--- src/design/rlrv_pkg.sv ---
package rlrv_pkg;

    // Window geometry
    localparam int WINDOW  = 64;
    localparam int PTR_W   = 6;
    localparam int CNT_W   = 7;

    // Field widths
    localparam int PRICE_W = 32;
    localparam int VOL_W   = 32;
    localparam int RC_W    = 12;

    // Arithmetic widths
    localparam int LN_W    = 33;   // ln in Q.28, unsigned
    localparam int RET_W   = 34;   // log return, signed Q.28
    localparam int SUM_W   = 40;   // sum of returns, signed
    localparam int DIV_W   = 48;   // divider dividend and quotient
    localparam int DEN_W   = 6;    // return count divisor

    // ln(2) in Q.30
    localparam logic [29:0] LN2_Q30 = 30'd744261118;

    // Saturated volatility
    localparam logic [VOL_W-1:0] VOL_SAT = '1;

endpackage

--- src/design/rlrv_div.sv ---
module rlrv_div (
    input  logic                          i_clk,
    input  logic                          i_rst_n,
    input  logic                          i_start,
    input  logic [rlrv_pkg::DIV_W-1:0]    i_num,
    input  logic [rlrv_pkg::DEN_W-1:0]    i_den,
    output logic                          o_done,
    output logic [rlrv_pkg::DIV_W-1:0]    o_quo
);
    import rlrv_pkg::*;

    logic [DEN_W-1:0]  r_rem;
    logic [DIV_W-1:0]  r_quo;
    logic [DEN_W-1:0]  r_den;
    logic [DEN_W:0]    r_cnt;
    logic              r_done;

    logic [DEN_W:0]    w_trial;
    logic              w_ge;

    // one quotient bit per cycle, restoring
    assign w_trial = {r_rem, r_quo[DIV_W-1]};
    assign w_ge    = (w_trial >= {1'b0, r_den});

    always_ff @(posedge i_clk) begin
        if (!i_rst_n) begin
            r_cnt  <= '0;
            r_done <= 1'b0;
        end else begin
            r_done <= 1'b0;
            if (i_start) begin
                r_rem <= '0;
                r_quo <= i_num;
                r_den <= i_den;
                r_cnt <= (DEN_W+1)'(DIV_W);
            end else if (r_cnt != '0) begin
                r_rem <= w_ge ? DEN_W'(w_trial - {1'b0, r_den}) : w_trial[DEN_W-1:0];
                r_quo <= {r_quo[DIV_W-2:0], w_ge};
                r_cnt <= r_cnt - 1'b1;
                if (r_cnt == (DEN_W+1)'(1)) begin
                    r_done <= 1'b1;
                end
            end
        end
    end

    assign o_done = r_done;
    assign o_quo  = r_quo;

endmodule

--- config.mk ---
export PLATFORM = sky130hd
export DESIGN_NAME = rlrv_div
export DESIGN_NICKNAME = d
export VERILOG_FILES = /design/src/design/rlrv_pkg.sv /design/src/design/rlrv_div.sv
export SDC_FILE = /design/constraint.sdc
export NUM_CORES = 1
export LEC_CHECK = 0
export BUFFER_PORTS_ARGS = -buffer_cell sky130_fd_sc_hd__buf_2
export CORE_MARGIN = 2
export CORE_UTILIZATION = 30
export CTS_CLUSTER_SIZE = 10
export DETAILED_ROUTE_END_ITERATION = 10
export PLACE_DENSITY_LB_ADDON = 0.15
export SYNTH_ARGS = -nofsm -noshare
export SYNTH_HDL_FRONTEND = slang
export SYNTH_SLANG_ARGS = --single-unit
--- constraint.sdc ---
create_clock -name i_clk -period 3.46 [get_ports i_clk]
set_clock_uncertainty 0.05 [all_clocks]
set_input_delay 0.519 -clock i_clk [delete_from_list [all_inputs] [get_ports i_clk]]
set_output_delay 0.519 -clock i_clk [all_outputs]
set_load 0.005 [all_outputs]
== Word-level counts from Yosys, hierarchy flattened ==
Cells that the tools add are included.

* Reduce and logical (&&, ||, !) cells: 6
* Equality and inequality tests: 1
* Bitwise gates (word level): 2
* Add/sub/neg operators: 2
* Magnitude comparators: 1
* Mux-type cells: 7

{| class="wikitable"
|+ Operators with widths
! operator !! count
|-
| 2-to-1 mux 48 bit || 2
|-
| 2-to-1 mux 6 bit || 4
|-
| equality test 7 x 1 -> 1 bit, second input constant || 1
|-
| >= comparator 7 x 6 -> 1 bit || 1
|-
| nonzero test 7 bit || 1
|-
| subtractor 7 x 1 -> 7 bit, second input constant || 1
|-
| subtractor 6 bit || 1
|-
| AND reduction 2 bit || 2
|-
| OR reduction 3 bit || 1
|-
| inverter 1 bit || 2
|-
| nonzero test 2 bit || 1
|-
| OR reduction 2 bit || 1
|-
| 2-to-1 mux 1 bit || 1
|}

* Bits of input ports: 57
* Flip-flop bits (word level): 68

== Longest topological paths before layout ==
Gate-level depths: netlist of the first run.

* Word-level depth: 3
* Mapped depth: 8
* Mapped depth without buffers: 8

== Worst setup path before layout of the first run ==
Ideal clock, no wire load.

* Path kind: input to register
* Start point: input port i_start
* End point: register r_quo[0], in the netlist o_quo[0], enable pin
* Path slack: 0.693 ns
* Stages on the path: 3
* Path buffers: 2
* Setup time: 0.415 ns
* Data arrival time: 2.302 ns
* Cells stage by stage: buf_2 -> buf_1 -> o21a_1

* Word-level cells in the longest chain between the ends: 2

{| class="wikitable"
|+ Ends and longest elaborated chain
! what !! line !! source
|-
| start, declared || rlrv_div.sv:4 || <nowiki>input logic i_start,</nowiki>
|-
| nonzero test 2 bit (no source line) || n/a ||
|-
| AND reduction 2 bit (no source line) || n/a ||
|-
| end signal, assigned || rlrv_div.sv:33 || <nowiki>r_quo <= i_num;</nowiki>
|-
| end signal, assigned || rlrv_div.sv:38 || <nowiki>r_quo <= {r_quo[DIV_W-2:0], w_ge};</nowiki>
|-
| end, declared || rlrv_div.sv:13 || <nowiki>logic [DIV_W-1:0] r_quo;</nowiki>
|}

No other way between the ends.
A chain may end at the register's enable or synchronous reset.

== Final worst setup path of the first run ==
* Start point: register r_cnt[0]
* End point: register r_quo[6], in the netlist o_quo[6], enable pin

* Word-level cells in the longest chain between the ends: 3

{| class="wikitable"
|+ Ends and longest elaborated chain
! what !! line !! source
|-
| start, declared || rlrv_div.sv:15 || <nowiki>logic [DEN_W:0] r_cnt;</nowiki>
|-
| start signal, assigned || rlrv_div.sv:35 || <nowiki>r_cnt <= (DEN_W+1)'(DIV_W);</nowiki>
|-
| start signal, assigned || rlrv_div.sv:39 || <nowiki>r_cnt <= r_cnt - 1'b1;</nowiki>
|-
| nonzero test 7 bit || rlrv_div.sv:36 || <nowiki>end else if (r_cnt != '0) begin</nowiki>
|-
| nonzero test 2 bit (no source line) || n/a ||
|-
| AND reduction 2 bit (no source line) || n/a ||
|}

No other way between the ends.

==> run_results.csv, run 1 <==
group,metric,value,unit
outcome,run_status,"completed",
floorplanning,fp.dieArea,11300,um2
clocking,numCtsBuffers,9,
synthesis,synth_largest_area_cell,"edfxtp_1",
placement,io_buffers,105,
layout,fill_cells,1002,
grt,grt_max_degree,47,
grt,grt_overflow_total,0,
placement,dpl_cell_area,3840,um2
sta,rsz0062_at_grt,"no",
placement,dpl.hpwl,4720,um
layout,final-seq-area,1960,um2
layout,syn_to_final_growth,27.4,%
floorplanning,initial_core_util,0.307,
layout,antenna_cells,0,
grt,grt_usage,0.120,
setup_path,rr_endpoint,"o_quo[6]",
synthesis,synth_cell_types,35,
route,detail-route-antenna-nets,0,
synthesis,synth_area_leaders,"edfxtp_1, mux2_2, dfxtp_1, ha_1, xnor2_1",
route,drt-pass1-iter-count,4,
route,drc,0,
route,routed.top_layer,"met4",
clocking,postCtsHoldBufs,0,
sta,worst_slew_pin_slew,589,ps
clocking,cts.sinks,68,
power_and_ir_drop,power.leakage,1.63,nW
route,drtIter0Drc,73,
setup_path,critPathRequiredTime,3440,ps
route,met3WireLength,451,um
clocking,clockRootBuffer,"clkbuf_8",
clocking,clkTransAtPathRegs,70,ps
placement,routabilityCongestion,0.778,
setup_path,crit_fanout,39,
floorplanning,rows,37,
synthesis,synth_top_area_frac,0.573,
sta,relSlewSlack,0.607,
synthesis,synth_nets,273,
setup_path,r2r_cells,6,
sta,report.final.slew_viol_count,0,
sta,fin_crit_sh,0.611,
clocking,cts_htree_levels,3,
route,vias_per_cell,4.44,
clocking,clock_latency,340,ps
min_path,hp-class,"input port to flip-flop",
route,routed_wirelength,6700,um
synthesis,ys_seq_area_frac,0.624,
setup_path,crit_start,"r_cnt[0]",
sta,final-hold-violation-count,0,
sta,layout_min_cycle_time,2120,ps
route,avgRoutedWirePerCell,14.6,um
route,wl_met2,3050,um
synthesis,synth_area_per_cell,15.3,um2
synthesis,yosys_warnings,0,
clocking,cts_tree,"built",
power_and_ir_drop,peakVddDrop,0.198,mV
clocking,postCtsSetupBuffers,0,
floorplanning,core_area,10200,um2
power_and_ir_drop,power_density,526,nW/um2
min_path,min_from,"i_den[1]",
sta,max_freq,473,MHz
setup_path,critPathKind,"flip-flop to flip-flop",
setup_path,worst-r2r-setup-slack,1340,ps
floorplanning,io_pins,106,
sta,setup_violations,0,
setup_path,r2r_start,"r_cnt[0]",
run,drv_cap,0,
synthesis,synth_seq_cells,68,
setup_path,startpoint_type,"flip-flop",
layout,multi_input_area,1110,um2
power_and_ir_drop,p_total,2.10,mW
layout,drive_above_1_share,0.540,
synthesis,synth_area,3140,um2
sta,final.setup.tns,0,ps
grt,antenna_found_initial,0,
setup_path,cp.arrival,2090,ps
grt,grt_first_pass_wirelength,10400,um
floorplanning,die_h,106,um
route,vias,2032,
synthesis,synth_cells,205,
grt,grt_pass1_vias,2073,
setup_path,end_kind,"flip-flop",
layout,final_nets,385,
layout,postLayoutCellArea,4000,um2
floorplanning,die_x,106,um
min_path,hold_depth,1,
clocking,postCtsResizedCells,0,
setup_path,critical_path.endpoint,"o_quo[6]",
route,met1_length,3120,um
clocking,cts_max_path_buffers,2,
-- flip-flops by register name, summed over array words and instances (netlist names) --
| signal | flops |
|---|---|
| r_den | 6 |
| r_cnt | 7 |
| r_rem | 6 |
| o_done | 1 |
| o_quo | 48 |
-- kinds of logic (layout without fill, tap and decap cells) --
kind of cell,after synthesis,after routing,share of synthesized area
xor+xnor,7,7,0.0195
simple gates,32,32,0.0566
buf+inv,16,133,0.0211
flops,68,68,0.624
fa+ha+maj,11,11,0.0462
mux,50,50,0.178
compound gates,21,21,0.0538
-- placed cells by master, fill, tap and decap left out, types with 2 or more instances in the layout --
cell      Yosys  final
a211oi_1      3      3
buf_2         5    105
ha_1         10     10
o21ai_0       2      2
clkbuf_1      0      4
inv_1        10     10
o21a_1        4      3
xnor2_1       6      6
mux2_2       48     48
a21oi_1       2      2
mux2i_1       2      2
nor4b_2       2      2
nor3_1        3      3
dfxtp_1       8      8
nand2b_1      2      2
nand2_1       6      6
a21o_1        2      2
edfxtp_1     60     60
nor2_1       11     11
nor2b_1       2      2
nand3_1       2      2
clkbuf_8      0     10
-- stage by stage --
stage | hold WS (ps) | worst slack, ps | utilization | std cells
3_5_place_dp | 458 | 1360 | 0.375 | 442
3_3_place_gp | 448 | 1390 | 0.375 | 442
6_report | 303 | 1340 | 0.391 | 458
2_1_floorplan | 412 | 693 | - | 205
5_1_grt | 281 | 1230 | 0.391 | 458
4_1_cts | 283 | 1340 | 0.391 | 458
-- cell usage after synthesis, drive strengths merged --
cell	number
mux2	48
xnor2	6
nor4	1
nor2b	2
a31oi	1
buf	6
o21ai	3
fa	1
o31a	1
o22ai	1
a21boi	2
nand2	7
xor2	1
inv	10
ha	10
mux2i	2
nand3	2
o32ai	1
and2	1
nor4bb	1
nor4b	2
o21a	4
nor3	3
a21o	2
dfxtp	8
nor2	11
a211oi	4
nand2b	2
edfxtp	60
a21oi	2
-- report_power, final --
group          switching (mW)  internal (mW)  leakage, nW
logic                   0.217          0.228        0.902
registers              0.0626           1.02        0.648
clock network           0.294          0.280       0.0807
total                   0.573           1.53         1.63
-- metal layers --
layer | global-route usage | vias to the layer above
li1 | - | 999
met1 | 0.155 | 966
met2 | 0.181 | 61
met3 | 0.0552 | 6
met4 | 0.0367 | 0
met5 | 0 | -
-- worst min-delay path by stage --
stage / endpoint / slack [ps]
finish: r_den[1] / 300
floorplan: o_done / 410
global placement: r_cnt[1] / 450
global route: r_den[0] / 280
detailed placement: o_done / 460
CTS: r_den[1] / 280
-- worst max-delay path, stage by stage, from the launching register on --
cell and delay, ps:
dfxtp_1 410, inv_1 80, ha_1 190, nor4b_2 170, nand2_1 170, o21a_2 410
buf_12 290
-- area by class of cell --
class | instances | area share
inverter | 10 | 0.00938
clock buffer | 14 | 0.0381
sequential | 68 | 0.490
clock inverter | 2 | 0.00313
multi-input combinational | 121 | 0.279
timing repair buffer | 107 | 0.138
tap | 136 | 0.0425
No activity file was read; power rests on OpenSTA's default activity.
==> inputs of run 2 (changes only) <==
Clock period 3.46 ns to 1.8 ns, I/O delays scaled along.
==> run_results.csv, run 2 (same netlist as run 1, synthesis figures left out) <==
group,metric,value,unit
clocking,clockRootBuffer,"clkbuf_8",
layout,mostFrequentLayoutCell,"buf_2",
run,drv_cap,0,
floorplanning,initial_core_util,0.307,
placement,io_buffers,105,
setup_path,worst-r2r-setup-slack,-120,ps
grt,grt_usage,0.133,
floorplanning,fp.dieArea,11300,um2
setup_path,cp.arrival,1970,ps
grt,grt_pass1_vias,2283,
setup_path,path_delay_family,"compound AO/OA/AOI/OAI gates",
grt,grt_overflow_total,0,
setup_path,crit_fanout,5,
sta,max_freq,521,MHz
floorplanning,die_h,106,um
grt,grt_first_pass_wirelength,11500,um
sta,relSlewSlack,0.742,
route,drc,0,
clocking,postCtsHoldBufs,0,
sta,layout_min_cycle_time,1920,ps
layout,syn_to_final_growth,38.7,%
sta,worst_slew_pin_slew,387,ps
sta,fin_ws,-120,ps
sta,fin_crit_sh,1.07,
clocking,cts.sinks,68,
floorplanning,io_pins,106,
setup_path,critPathKind,"flip-flop to flip-flop",
floorplanning,die_x,106,um
grt,grt_max_degree,32,
clocking,clock_latency,350,ps
setup_path,end_kind,"flip-flop",
layout,mostFrequentLayoutCells,"buf_2, edfxtp_1, mux2_2, buf_4, nor2_1",
setup_path,critPathRequiredTime,1850,ps
power_and_ir_drop,power_density,1060,nW/um2
power_and_ir_drop,power.leakage,1.77,nW
placement,routabilityCongestion,0.713,
route,avgRoutedWirePerCell,14.9,um
route,vias,2130,
sta,rsz0062_at_grt,"yes",
route,drtIter0Drc,86,
placement,dpl.hpwl,4910,um
clocking,cts_tree,"built",
layout,antenna_cells,0,
power_and_ir_drop,p_total,4.63,mW
layout,layout.core_utilization,0.426,
setup_path,startpoint_type,"flip-flop",
grt,antenna_found_initial,0,
sta,final-hold-violation-count,0,
layout,fill_cells,962,
sta,hold_ws,35.5,ps
power_and_ir_drop,peakVddDrop,0.474,mV
route,routed_wirelength,7140,um
layout,final_nets,405,
clocking,clkTransAtPathRegs,80,ps
setup_path,crit_chain,"inv_2 -> ha_4 -> a21o_1 -> a211oi_4 -> o21ai_4 -> buf_4 -> nor2_2 -> a211oi_2",
layout,drive_above_1_share,0.632,
route,vias_per_cell,4.46,
clocking,cts_max_path_buffers,2,
outcome,run_status,"complete, but fails checks",
setup_path,crit_buf_inv,2,
clocking,numCtsBuffers,9,
outcome,violations,"setup timing",
sta,report.final.slew_viol_count,0,
floorplanning,core_area,10200,um2
min_path,hp-class,"input port to flip-flop",
clocking,cts_htree_levels,3,
route,detail-route-antenna-nets,0,
route,drt-pass1-iter-count,4,
sta,setup_violations,7,
layout,largest_register_ffs,48,
setup_path,cpPeakStageDelay,390,ps
setup_path,slowest_stage,"edfxtp_1",
floorplanning,rows,37,
-- run 2: cell types whose count changed in the layout (fill, tap and decap cells not counted), sizes merged --
cell,previous run,this run
bufinv,0,2
clkbuf,14,9
o21ai,3,4
inv,10,11
buf,107,126
clkinv,1,3
-- run 2: final timing paths --
path,cells past startpoint,endpoint,from
min,1,r_den[0],i_den[0]
min reg2reg,1,o_done,r_cnt[6]
max,8,r_rem[1],r_den[4]
max reg2reg,8,r_rem[1],r_den[4]
-- run 2: metal layers --
metal  share of wire  GRT usage  vias to the layer above
li1                -          -                     1034
met1            0.47      0.171                     1012
met2            0.44      0.198                       73
met3           0.078     0.0595                       11
met4           0.014     0.0479                        0
met5               0          0                        -
-- run 2: per-stage QoR --
stage                     TNS (ps)  worst slack [ps]  std cells  area (um2)
after detailed placement      -428             -89.9        458        4030
after global routing         -1150              -211        478        4360
after CTS                     -429             -98.9        476        4310
after global placement        -287             -55.9        458        4030
after floorplan              -11.4             -11.4        205        3190
final                         -570              -120        478        4360
-- run 2: worst reg2reg max path, cell delays in order (launching register included) --
cell      delay (ps)
edfxtp_1         390
inv_2             80
ha_4             200
a21o_1           190
a211oi_4         290
o21ai_4          160
buf_4            170
nor2_2            90
a211oi_2          50
-- run 2: repair_timing --
item / CTS / global route
setup buffers: 1 / 2
cloned: 1 / 0
gates resized for setup: 8 / 7
endpoints found under the setup margin: 7 / 8
pin swaps: 4 / 1
-- run 2: where the power goes --
group	switching, mW	leakage, nW	total, mW	internal (mW)
Sequential	0.120	0.648	2.08	1.96
Combinational	0.502	1.02	1.11	0.606
Clock	0.648	0.110	1.43	0.787
Total	1.27	1.77	4.63	3.36
-- run 2: cell type report --
type                    instances  area [um2]  area share
well taps                     136         170      0.0390
multi-input cells             122        1240       0.286
inverters                      10        37.5     0.00861
repair buffers                126         721       0.165
flip-flops and latches         68        1960       0.450
clock inverters                 7        98.8      0.0227
clock buffers                   9         124      0.0284
